**src/ksg_pkg.sv**
```systemverilog
// shared types and constants for the kronecker symbol / gcd block
`timescale 1ns / 1ps

package ksg_pkg;

	localparam int OPERAND_WIDTH = 32;
	localparam int CNT_W = $clog2(OPERAND_WIDTH);

	localparam logic [CNT_W-1:0] CNT_LAST = CNT_W'(OPERAND_WIDTH - 1);
	localparam logic [OPERAND_WIDTH-1:0] OPND_ONE = OPERAND_WIDTH'(1);
	localparam logic [OPERAND_WIDTH-1:0] OPND_ZERO = '0;

	// residues that flip the sign of the symbol
	localparam logic [2:0] MOD8_THREE = 3'd3;
	localparam logic [2:0] MOD8_FIVE = 3'd5;
	localparam logic [1:0] MOD4_THREE = 2'd3;

	localparam logic signed [1:0] SYM_POS = 2'sb01;
	localparam logic signed [1:0] SYM_NEG = 2'sb11;
	localparam logic signed [1:0] SYM_ZERO = 2'sb00;

	typedef struct packed {
		logic [OPERAND_WIDTH-1:0] value_a;
		logic [OPERAND_WIDTH-1:0] value_b;
	} ksg_arg_t;

	typedef struct packed {
		logic signed [1:0] symbol;
		logic [OPERAND_WIDTH-1:0] common_divisor;
		logic not_coprime;
		logic invalid;
	} ksg_res_t;

	typedef enum logic [2:0] {
		ST_IDLE,
		ST_STRIP,
		ST_LOOP,
		ST_DIV,
		ST_FIN
	} ksg_state_t;

endpackage

```
**src/kronecker_symbol_or_gcd.sv**
```systemverilog
// kronecker symbol or gcd of two unsigned operands, iterative datapath
`timescale 1ns / 1ps

// Usage:
// An operand pair enters on the arg channel (arg_valid / arg_stall / arg) and
// one result leaves on the res channel (res_valid / res_stall / res).
// arg_stall is high from the accepting edge until the result has been moved
// into the output register; one pair is worked on at a time.
// Each remainder step runs a restoring divider that retires one dividend bit
// per cycle; that divider sets the rate. The block goes back to idle as it
// loads the output register, so a new pair can be taken in the cycle where
// res_valid first goes high.
// The output register holds a finished result while res_stall is high; the
// next pair is taken as soon as the result is in that register, so a waiting
// receiver only holds back the block once a second result is ready.
// Reset (arst_n low) empties the output register and returns to idle; no
// state is kept between pairs.
module kronecker_symbol_or_gcd
	import ksg_pkg::*;
(
	input  logic     clk,
	input  logic     arst_n,
	input  logic     arg_valid,
	output logic     arg_stall,
	input  ksg_arg_t arg,
	output logic     res_valid,
	input  logic     res_stall,
	output ksg_res_t res
);

	localparam int W = OPERAND_WIDTH;

	ksg_state_t state_q, state_d;
	logic res_valid_q, res_valid_d;
	ksg_res_t res_q, res_d;

	logic [W-1:0] x_q, x_d;
	logic [W-1:0] y_q, y_d;
	logic [W-1:0] rem_q, rem_d;
	logic [CNT_W-1:0] cnt_q, cnt_d;
	logic [CNT_W-1:0] twos_q, twos_d;
	logic [2:0] a8_q, a8_d;
	logic neg_q, neg_d;
	logic inv_q, inv_d;
	logic load;

	logic [W:0] trial;
	logic [W-1:0] rem_next;
	logic [W-1:0] total;

	assign arg_stall = (state_q != ST_IDLE);
	assign res_valid = res_valid_q;
	assign res = res_q;

	// one subtractor shared by every remainder step
	assign trial = {rem_q, y_q[W-1]} - {1'b0, x_q};
	assign rem_next = trial[W] ? {rem_q[W-2:0], y_q[W-1]} : trial[W-1:0];

	// common twos go back into the gcd
	assign total = y_q << twos_q;

	always_comb begin
		state_d = state_q;
		x_d = x_q;
		y_d = y_q;
		rem_d = rem_q;
		cnt_d = cnt_q;
		twos_d = twos_q;
		a8_d = a8_q;
		neg_d = neg_q;
		inv_d = inv_q;
		load = 1'b0;
		unique case (state_q)
			ST_IDLE: begin
				if (arg_valid) begin
					x_d = arg.value_a;
					y_d = arg.value_b;
					a8_d = arg.value_a[2:0];
					twos_d = '0;
					neg_d = 1'b0;
					inv_d = (arg.value_b == OPND_ZERO);
					state_d = (arg.value_b == OPND_ZERO) ? ST_FIN : ST_STRIP;
				end
			end
			ST_STRIP: begin
				if (!y_q[0]) begin
					y_d = y_q >> 1;
					if (a8_q == MOD8_THREE || a8_q == MOD8_FIVE) begin
						neg_d = !neg_q;
					end else if (!x_q[0]) begin
						x_d = x_q >> 1;
						twos_d = twos_q + 1'b1;
					end
				end else if (y_q == OPND_ONE || x_q == OPND_ONE) begin
					y_d = OPND_ONE;
					state_d = ST_FIN;
				end else begin
					state_d = ST_LOOP;
				end
			end
			ST_LOOP: begin
				if (x_q == OPND_ZERO) begin
					// gcd is the odd divisor left in y
					state_d = ST_FIN;
				end else if (x_q == OPND_ONE) begin
					y_d = OPND_ONE;
					state_d = ST_FIN;
				end else if (!x_q[0]) begin
					if (y_q[2:0] == MOD8_THREE || y_q[2:0] == MOD8_FIVE) begin
						neg_d = !neg_q;
					end
					x_d = x_q >> 1;
				end else begin
					if (x_q[1:0] == MOD4_THREE && y_q[1:0] == MOD4_THREE) begin
						neg_d = !neg_q;
					end
					rem_d = '0;
					cnt_d = CNT_LAST;
					state_d = ST_DIV;
				end
			end
			ST_DIV: begin
				// y shifts out as the dividend, then takes the old divisor
				rem_d = rem_next;
				y_d = y_q << 1;
				cnt_d = cnt_q - 1'b1;
				if (cnt_q == '0) begin
					x_d = rem_next;
					y_d = x_q;
					state_d = ST_LOOP;
				end
			end
			ST_FIN: begin
				if (!res_valid_q || !res_stall) begin
					load = 1'b1;
					state_d = ST_IDLE;
				end
			end
			default: begin
				state_d = ST_IDLE;
			end
		endcase
	end

	always_comb begin
		if (inv_q) begin
			res_d.symbol = SYM_ZERO;
			res_d.common_divisor = OPND_ZERO;
			res_d.not_coprime = 1'b0;
			res_d.invalid = 1'b1;
		end else if (total == OPND_ONE) begin
			res_d.symbol = neg_q ? SYM_NEG : SYM_POS;
			res_d.common_divisor = OPND_ONE;
			res_d.not_coprime = 1'b0;
			res_d.invalid = 1'b0;
		end else begin
			res_d.symbol = SYM_ZERO;
			res_d.common_divisor = total;
			res_d.not_coprime = 1'b1;
			res_d.invalid = 1'b0;
		end
	end

	assign res_valid_d = load | (res_valid_q & res_stall);

	always_ff @(posedge clk or negedge arst_n) begin
		if (!arst_n) begin
			state_q <= ST_IDLE;
			res_valid_q <= 1'b0;
		end else begin
			state_q <= state_d;
			res_valid_q <= res_valid_d;
		end
	end

	always_ff @(posedge clk) begin
		x_q <= x_d;
		y_q <= y_d;
		rem_q <= rem_d;
		cnt_q <= cnt_d;
		twos_q <= twos_d;
		a8_q <= a8_d;
		neg_q <= neg_d;
		inv_q <= inv_d;
		if (load) begin
			res_q <= res_d;
		end
	end

	a_div_nonzero: assert property (@(posedge clk) disable iff (!arst_n)
		state_q == ST_DIV |-> x_q != OPND_ZERO)
		else $error("remainder step with zero divisor");

	a_loop_odd: assert property (@(posedge clk) disable iff (!arst_n)
		state_q == ST_LOOP |-> y_q[0])
		else $error("euclid loop with even divisor");

	a_res_kind: assert property (@(posedge clk) disable iff (!arst_n)
		res_valid && !res.invalid |-> res.not_coprime == (res.symbol == SYM_ZERO))
		else $error("symbol and not_coprime disagree");

	a_take_busy: assert property (@(posedge clk) disable iff (!arst_n)
		arg_valid && !arg_stall |=> state_q == ST_STRIP || state_q == ST_FIN)
		else $error("accepted transaction did not start work");

endmodule

```
**config.mk**
```make
export PLATFORM = sky130hd
export DESIGN_NAME = kronecker_symbol_or_gcd
export DESIGN_NICKNAME = d
export VERILOG_FILES = /design/src/ksg_pkg.sv /design/src/kronecker_symbol_or_gcd.sv
export SDC_FILE = /design/constraint.sdc
export NUM_CORES = 1
export LEC_CHECK = 0
export BUFFER_PORTS_ARGS = -buffer_cell sky130_fd_sc_hd__buf_2
export CAP_MARGIN = 20
export CORE_MARGIN = 1.5
export CORE_UTILIZATION = 65
export CTS_CLUSTER_SIZE = 12
export DETAILED_ROUTE_END_ITERATION = 6
export HOLD_SLACK_MARGIN = 0.15
export PLACE_DENSITY = 0.88
export REMOVE_ABC_BUFFERS = 1
export SLEW_MARGIN = 40
export SYNTH_ARGS = -nofsm -noshare
export SYNTH_HDL_FRONTEND = slang
export SYNTH_SLANG_ARGS = --single-unit
```
**constraint.sdc**
```tcl
create_clock -name clk -period 8.46 [get_ports clk]
set_input_delay 0 -clock clk [delete_from_list [all_inputs] [get_ports clk]]
set_output_delay 0 -clock clk [all_outputs]
set_load 0.05 [all_outputs]
```
### Word-level counts from Yosys, hierarchy flattened

Cells that the tools add are included.

| storage, ports and cells | value |
|---|---|
| input port bits | 68 |
| memory bits (writable) | 0 |
| memories kept | 0 |
| bits in latches | 0 |
| bits in registers | 151 |
| bits in read-only memories | 0 |

| cells by class | value |
|---|---|
| shift operators | 1 |
| mux-type cells | 52 |
| bitwise gates (word level) | 3 |
| eq/ne operators | 29 |
| $lt $le $gt $ge | 0 |
| $add $sub $neg | 3 |
| $mul | 0 |
| reductions and logical operators | 27 |
| div/mod/pow operators | 0 |

Operator list:

| kind | number |
|---|---|
| $mux 32 | 17 |
| $pmux 32 s4 | 2 |
| $eq 32x1->1 const B | 3 |
| $logic_not 32->1 | 2 |
| $pmux 32 s2 | 1 |
| $mux 5 | 7 |
| $sub 33x32->33 | 1 |
| $shl 32x5->32 | 1 |
| $mux 3 | 10 |
| $ne 2x2->1 const B | 12 |
| $pmux 5 s2 | 2 |
| $pmux 3 s5 | 1 |
| $reduce_and 5->1 | 3 |
| $eq 3x2->1 const B | 4 |
| $mux 1 | 10 |
| $eq 3x3->1 const B | 3 |
| $ne 3x3->1 const B | 3 |
| $reduce_and 4->1 | 2 |
| $reduce_and 8->1 | 1 |
| $reduce_and 7->1 | 1 |
| $reduce_bool 3->1 | 2 |
| $add 5x1->5 const B | 1 |
| $logic_not 5->1 | 1 |
| $sub 5x1->5 const B | 1 |
| 16 further kinds | 24 |

### Depth between registers and ports, before layout

| depth | value |
|---|---|
| word-level depth | 7 |
| mapped depth | 14 |

### Worst setup path before layout

Ideal clock, no wire load.

| path | value |
|---|---|
| kind | register -> register |
| start | reg cnt_q[0] |
| end | reg x_q[10], enable pin |
| data arrival time | 3.644 ns |
| buffers on the path | 0 |
| required time | 7.993 ns |
| stages on the path, launching flop included | 8 |
| path slack | 4.350 ns |
| cell sequence | edfxtp_1 > inv_1 > ha_1 > nand2_1 > nor2_1 > nor2_1 > o21a_1 > a211oi_1 |

| on the way | value |
|---|---|
| longest elaborated chain between the ends | 3 |

RTL lines:

| item | RTL line | source |
|---|---|---|
| from (decl) | kronecker_symbol_or_gcd.sv:40 | `logic [CNT_W-1:0] cnt_q, cnt_d;` |
| from (signal assigned) | kronecker_symbol_or_gcd.sv:180 | `cnt_q <= cnt_d;` |
| $logic_not 5->1 | kronecker_symbol_or_gcd.sv:127 | `if (cnt_q == '0) begin` |
| $ne 2x2->1 (no source line) | n/a |  |
| $reduce_and 7->1 (no source line) | n/a |  |
| to (signal assigned) | kronecker_symbol_or_gcd.sv:177 | `x_q <= x_d;` |
| to (decl) | kronecker_symbol_or_gcd.sv:37 | `logic [W-1:0] x_q, x_d;` |

Every way passes these cells.
A chain may end at the register's enable or synchronous reset.

### Final worst setup path

| path | value |
|---|---|
| start | reg x_q[0] |
| end | reg x_q[10] (data pin) |

| on the way | value |
|---|---|
| longest elaborated chain between the ends | 4 |

RTL lines:

| item | RTL line | source |
|---|---|---|
| $sub 33x32->33 or $mux 32 (tied branches) | n/a |  |
| $mux 32 (on tied branches) (2 in a row) | n/a |  |
| $pmux 32 s4 * | kronecker_symbol_or_gcd.sv:73 | `unique case (state_q)` |
| named net x_d[10] | kronecker_symbol_or_gcd.sv:37 |  |

The timed path passes the listed nets; every way through them passes the cells marked *. The select of a mux whose other input is x is not followed.

==> summary.md <==
| Metric | Value |
|---|---|
| Area Growth Syn to Fin | `17.7%` |
| Gpl congestion | `between 0.9 and 1` |
| CTS tree | `built` |
| Flops & latches, synth | `between 150 and 200` |
| Die span in x | `134 um` |
| Total GRT Usage | `0.385` |
| Worst-Margin Slew | `0.770 ns` |
| DP Wirelength | `21.8 mm` |
| CP Cell Sequence | `ha_1 -> inv_1 -> fa_1 -> a211oi_1 -> o21bai_1 -> o2111ai_1 -> nand3_1 -> a21oi_1 -> xnor2_4 -> buf_4 -> mux2i_1 -> nor2_1 -> a221o_1` |
| Hold Path Depth | `2` |
| Post-Route Setup TNS | `0 ns` |
| Die Span Y | `134 um` |
| Number of flops mapped to enable cells by yosys | `147` |
| Core area | `16800 sq um` |
| DRT Wirelength | `34.1 mm` |
| CP Capture Type | `flip-flop` |
| Top FF cell, synth | `edfxtp_1` |
| Post-CTS Setup Repair Bufs | `0` |
| Worst-path fanout max | `25` |
| Antenna violations before repair | `0` |
| WP depth | `13` |
| Skew-Pair Late Insertion Delay | `0.44 ns` |
| Mux cell area share after synthesis | `0.166` |
| Clock tree sinks | `151` |
| Syn_area_per_cell | `roughly 10 sq um` |
| Int Pwr | `1360 uW` |
| Synth Area in Compound Gates | `0.180` |
| DRC Markers | `0` |
| GRT overflow | `0` |
| I/O Pins | `106` |
| Synth Cell Area | `11200 sq um` |
| CTS max path bufs | `2` |
| Startpoint types | `flip-flop` |
| Switching power | `roughly 340 uW` |
| Register area share after synthesis | `0.402` |
| Min Tclk post-route | `about 4.3 ns` |
| Initial DRT Pass Iterations | `7` |
| CP startpoint | `x_q[0]$_DFFE_PP_` |
| Clock Skew | `0.00965 ns` |
| FF-to-FF Start | `x_q[0]$_DFFE_PP_` |
| Die ar. | `about 18000 sq um` |
| Post-Synth XOR/XNOR Area | `0.0272` |
| Post-Syn Instances | `1124` |
| Max_cap viols | `0` |
| Critical path's slowest cell | `edfxtp_1` |
| Adder-cell share of the synthesized area | `0.0397` |
| Worst hold path class | `primary input to flip-flop` |
| Fin crit share | `0.514` |
| Combinational fraction of design power | `0.030` |
| Max Slew Vio Count | `0` |
| DR iter-0 viols | `1456` |
| Most common cell after layout, fill and taps aside | `edfxtp_1` |
| Crit-path leading delay family | `compound AO/OA/AOI/OAI gates` |
| Status | `completed` |
| Reg2Reg Depth | `13` |
| Hold buffer count at CTS | `68` |
| Clk pwr share | `0.493` |
| Count of different cell masters after synthesis | `74` |
| Root Buffer | `clkbuf_16` |
| Most frequent cells in the layout | `edfxtp_1 (147), nor2_1 (117), buf_2 (105)` |
| Global-route wire length before repair | `54.0 mm` |
| # setup viols final | `0` |
| Critical path data required time | `8.64 ns` |
| Final hold vios | `0` |
| Post-synthesis simple-gate area fraction | `0.137` |
| Wirelength per Cell | `23.0 um` |
| Power, Total | `1690 uW` |
| Setup Crit Path Kind | `flip-flop to flip-flop` |
| Port bufs | `105` |
| Total power divided by cell area | `between 100 and 150 nW/um^2` |
| Hold path startpoint | `arg[33]` |
| WP data arrival | `around 4.5 ns` |
| Fmax achieved | `230 MHz` |
| Vias | `10600` |
| Register area | `4510 sq um` |
| Share of post-route cells with drive strength above 1 | `0.173` |
| Ys Warns | `0` |
| Vias/cell | `7.12` |
| Static leakage | `0.00502 uW` |
| Fill count | `1033` |
| VDD IR max | `~160 uV` |
| CTS H-tree lvls | `4` |
| Crit path largest cell delay | `0.65 ns` |
| Initial Utilization | `0.670` |
| CTS buffer count | `17` |
| Pin count of the biggest net entering global routing | `71` |
| Clock-pin slew on the worst setup and hold paths | `0.06 ns` |
| Flop pwr share | `0.477` |
| Multi-input gate area | `6240 sq um` |
| Async SR Flop Fraction | `0.0265` |
| Nets@finish | `1353` |
| Buf+Inv Stages, Crit Path | `2` |
| Largest family of logic cells by synthesized area | `compound AO/OA/AOI/OAI gates` |
| Worst slew margin | `0.473` |
| Vias in the first global route | `10300` |
| RSZ-0062 raised after global routing | `false` |
| Cts repair resizes | `0` |
| Switching share of power | `0.199` |
| Final ANT Viol Nets | `0` |
| Rows | `47` |
| Diodes inserted | `0` |
state kept, by name (all words and copies together), names as in the netlist:
name,flops
cnt_q,5
a8_q,3
res_valid,1
inv_q,1
neg_q,1
twos_q,5
x_q,32
y_q,32
res,36
rem_q,32
state_q,3
layout make-up:
cell class              count  share of cell area
well taps                 220              0.0208
multi-input cells         844               0.472
clock buffers              21              0.0356
clock inverters            11              0.0129
inverters                  47              0.0133
repair buffers            189               0.104
flip-flops and latches    151               0.341
routing by layer:
metal	wire length, um	global-route usage
met1	12000	0.479
met2	15700	0.614
met3	3870	0.0763
met4	2470	0.253
met5	0	0
final timing paths:
kind	end	slack [ns]
min in group asynchronous	state_q[2]$_DFFE_PN0P_	0.45
setup reg to reg	x_q[10]$_DFFE_PP_	4.11
hold reg to reg	neg_q$_SDFFCE_PP0P_	0.56
max in group asynchronous	res_valid$_DFF_PN0_	7.84
hold / removal	a8_q[1]$_DFFE_PP_	0.28
setup / recovery	x_q[10]$_DFFE_PP_	4.11
synth_stat cells (all sizes together), types with 19 or more instances:
cell    count  area share
nor2      121       0.040
nand2      73       0.024
nor3       19      0.0085
o21ai      76       0.034
inv        46       0.015
mux2       25       0.025
buf        28       0.014
xnor2      25       0.020
edfxtp    147        0.39
a21oi      54       0.024
a221o      24       0.021
a22oi      40       0.027
mux4       27       0.054
clkbuf     54       0.018
ha         34       0.038
nor4       28       0.016
mux2i      97       0.086
power by group through the flow:
| stage | registers [uW] | clock network [uW] | logic, uW |
|---|---|---|---|
| floorplan | 824 | 0 | 1.22 |
| global placement | 824 | 0 | 22.5 |
| detailed placement | 824 | 0 | 22.8 |
| CTS | 808 | 832 | 47.0 |
| global route | 808 | 854 | 52.8 |
| finish | 808 | 836 | 50.5 |
logic make-up after synthesis:
group | after synthesis
flip-flops | 151
adder cells (fa/ha/maj) | 35
multiplexers | 149
AND/OR/NAND/NOR | 327
AO/OA/AOI/OAI | 299
XOR/XNOR | 34
buffers and inverters | 129
per-stage QoR:
stage	hold WS (ns)	cells	worst slack [ns]	utilization	instance area, sq um
floorplan	-0.296	1042	2.68	-	10900
global placement	-0.195	1380	4.41	0.706	11800
detailed placement	-0.191	1383	4.27	0.710	11900
CTS	0.288	1483	4.26	0.789	13200
global route	0.301	1483	3.97	0.789	13200
finish	0.284	1483	4.11	0.789	13200
Power figures use the tool's default switching activity.
